<file path="src/design/kz_key_ram.sv">
// Round key memory: one write port, one registered read port.
module kz_key_ram #(
    parameter int DEPTH = 10,
    parameter int AW    = 4
) (
    input  logic          i_clk,
    input  logic          i_we,
    input  logic [AW-1:0] i_waddr,
    input  logic [127:0]  i_wdata,
    input  logic          i_re,
    input  logic [AW-1:0] i_raddr,
    output logic [127:0]  o_rdata
);

    logic [127:0] r_mem [DEPTH];
    logic [127:0] r_rdata;

    // write port
    always_ff @(posedge i_clk) begin
        if (i_we) begin
            r_mem[i_waddr] <= i_wdata;
        end
    end

    // read port, data held when no read
    always_ff @(posedge i_clk) begin
        if (i_re) begin
            r_rdata <= r_mem[i_raddr];
        end
    end

    assign o_rdata = r_rdata;

endmodule

</file>
<file path="config.mk">
export PLATFORM = sky130hd
export DESIGN_NAME = kz_key_ram
export DESIGN_NICKNAME = d
export VERILOG_FILES = /design/src/design/kz_key_ram.sv
export SDC_FILE = /design/constraint.sdc
export NUM_CORES = 1
export LEC_CHECK = 0
export BUFFER_PORTS_ARGS = -buffer_cell sky130_fd_sc_hd__buf_2
export CAP_MARGIN = 30
export CORE_UTILIZATION = 50
export CTS_BUF_LIST = sky130_fd_sc_hd__clkbuf_8 sky130_fd_sc_hd__clkbuf_16
export DETAILED_ROUTE_END_ITERATION = 16
export GPL_TIMING_DRIVEN = 0
export PLACE_DENSITY = 0.67
export SLEW_MARGIN = 20
export SYNTH_ARGS = -nofsm -noshare
export SYNTH_HDL_FRONTEND = slang
export SYNTH_SLANG_ARGS = --single-unit
</file>
<file path="constraint.sdc">
create_clock -name i_clk -period 14.33 [get_ports i_clk]
set_clock_uncertainty 0.15 [all_clocks]
set_input_delay 2.866 -clock i_clk [delete_from_list [all_inputs] [get_ports i_clk]]
set_output_delay 2.866 -clock i_clk [all_outputs]
set_load 0.005 [all_outputs]
</file>
==> qor.txt <==
largest net degree at the start of global routing - 50
layout cells sized above 1 - 33.1%
Ports - 267
Vert. Die Dim - 330 µm
commonest register cell after synthesis - edfxtp_1
DRC errors left - 0
CP required - 14.60 ns
WHS - 0.500 ns
Die ar. - 0.109 mm²
post-synthesis adder-cell area fraction - 0%
fin nets - 3,407
RSZ-0062 raised after global routing - no
final wirelength - 133 mm
Worst VDD drop - 81.0 µV
Hold Startpoint - r_mem[9][19]$_DFFE_PP_
TritonCTS clock tree - done
Via density - 5.80
syn_nets - 2,874
status - finished, final reports clean
Synth area leaders - edfxtp_1 78%, mux2_2 7.5%, mux2i_1 4.8%
initial core utilization - 50.4%
r2r setup slk - 12.80 ns
H-tree depth - 4
post-route insts no fill - 4,786
Final Core Density - 59.3%
Compound-Gate Fraction of Synth Area - 6.13%
syn avg cell area - 19.7 µm²
Seq cells post-synth - 1,408
synthesized-area fraction occupied by xor and xnor cells - 0%
path depth of the worst reg2reg path - 3
Worst-path clk slew - 0.06 ns
WL per Instance - 27.7 µm
Slew HR - 34.8%
Root Driver - clkbuf_16
Setup Total Neg Slack - 0 ns
post-route ant nets - 0
first-pass GRT wire length - 190 mm
cell area after synthesis - 0.0539 mm²
Critical Path Source Type - primary input
number of flops mapped to enable cells by yosys - 1,408
final slew viol count - 0
setup bufs post-CTS - 0
die width - 330 µm
worst flop-to-flop path startpoint - r_mem[1][63]$_DFFE_PP_
async set-reset flop share out of synthesis - 0%
Worst Setup Path Type - primary input to register
sequential share of the synthesized area - 78.4%
worst r2r dst - o_rdata[63]$_DFFE_PP_
Worst Path Max Fanout - 8
Synth Instances - 2,735
largest family of logic cells by synthesized area - multiplexers
most common cell in the synthesized netlist - edfxtp_1
GP Congestion - 0.763
Pleak - 0.0219 µW
Final Hold Viols - 0
Max Cap Violations - 0
cell taking the most area after synthesis - edfxtp_1
worst-margin pin slew - 0.979 ns
CTS Hold Buffers Added - 0
synth unique cells - 21
Hold Path Stages - 3
CTS sink cnt - 1,408
total power - 8700 µW
CP endpoint kind - register
DPL Wire Length - 86.2 mm
Hold Path End - o_rdata[19]$_DFFE_PP_
area share of and/or/nand/nor cells after synthesis - 1.08%
Synth warnings - 0
share of the synthesized area in the top cell type - 78.4%
mux cell area share after synthesis - 12.8%
Final Setup Violations - 0
GRT Overall Usage - 24.4%
Port Buffers - 264
router iterations before antenna repair - 7
fmax - 202 MHz
total gr overflow - 0
type of the most critical hold path - register to register
core area - 0.107 mm²
vias in the first global route - 28,700
Clk Latency, worst-skew pair - 0.74 ns
critical path arrival - 5.23 ns
Placed Cells - 4,526
initial antenna violation count - 43
vias after detailed routing - 27,800
Longest Clk Path Bufs - 3
Final min period - 4.96 ns
DR iter-0 viols - 2,740
final period utilization - 34.6%
Layout area overhead - 17.7%
Post-CTS Resized - 0
Synth top cells by count - 1,408 x edfxtp_1, 359 x mux2_2, 256 x mux2i_1, 130 x nand2_1
row count - 120
Power Density - 137 mW/mm²
total CTS buffers - 143
## worst max-delay path, stage by stage
cell    delay, ns
buf_2        0.11
or3b_2       0.59
nor3_2       0.51
buf_6        0.24
buf_4        0.19
buf_6        0.16
buf_4        0.20
buf_6        0.16
buf_4        0.17
## sequential cells by signal (all words and copies together), names as in the netlist
| name | cells |
|---|---|
| o_rdata | 128 |
| r_mem | 1280 |
## layer usage
layer  routed length (µm)  global-route usage (%)
met1                54600                    32.9
met2                64100                    39.2
met3                10800                    6.02
met4                 2970                    7.42
met5                  269                       0
## cells by family (layout without fill, tap and decap cells)
group | count (synthesis) | count (layout)
flip-flops | 1408 | 1408
multiplexers | 640 | 640
AO/OA/AOI/OAI | 384 | 384
buffers and inverters | 155 | 790
AND/OR/NAND/NOR | 148 | 148
other | 0 | 13
## power breakdown
part           internal, µW  switching, µW  leakage, µW  total (µW)
sequential             4650           30.5       0.0128        4680
clock                  2040           1490      0.00228        3530
combinational           192            300      0.00681         492
total                  6870           1820       0.0219        8700
## area by class of cell
| type | instances | area (µm²) |
|---|---|---|
| repair buffers | 388 | 3230 |
| plain buffers | 155 | 877 |
| multi-input cells | 1172 | 10800 |
| clock buffers | 151 | 3780 |
| fillers | 7698 | 43600 |
| diodes | 13 | 32.5 |
| flip-flops and latches | 1408 | 42300 |
| clock inverters | 96 | 666 |
| well taps | 1403 | 1760 |
## worst max path at each step
stage	start	slack, ns	end	cells past startpoint
floorplan	i_waddr[3]	1.39	r_mem[0][0]$_DFFE_PP_	2
global placement	i_waddr[2]	-8.75	r_mem[8][41]$_DFFE_PP_	3
detailed placement	i_waddr[3]	8.66	r_mem[0][15]$_DFFE_PP_	9
CTS	i_waddr[3]	9.43	r_mem[0][17]$_DFFE_PP_	9
global route	i_waddr[3]	9.36	r_mem[0][17]$_DFFE_PP_	9
finish	i_waddr[3]	9.37	r_mem[0][17]$_DFFE_PP_	9
## layout by cell type (no fill, tap or decap), drive strengths merged
| master | instances |
|---|---|
| inv | 28 |
| nor2b | 1 |
| clkbuf | 220 |
| nor2 | 8 |
| clkinv | 55 |
| nand2 | 130 |
| mux2i | 256 |
| nand3b | 2 |
| or3b | 1 |
| o22ai | 128 |
| mux2 | 384 |
| clkinvlp | 5 |
| o31ai | 128 |
| edfxtp | 1408 |
| buf | 474 |
| nand2b | 3 |
| a22o | 128 |
| nor3 | 3 |
| bufinv | 8 |
| diode | 13 |
## stage by stage
stage,setup WS [ns],area [µm²]
2_1_floorplan,1.39,53900
3_3_place_gp,-8.75,57000
3_5_place_dp,8.66,59000
4_1_cts,9.43,63400
5_1_grt,9.36,63400
6_report,9.37,63500
(Power assumes the default switching activity.)
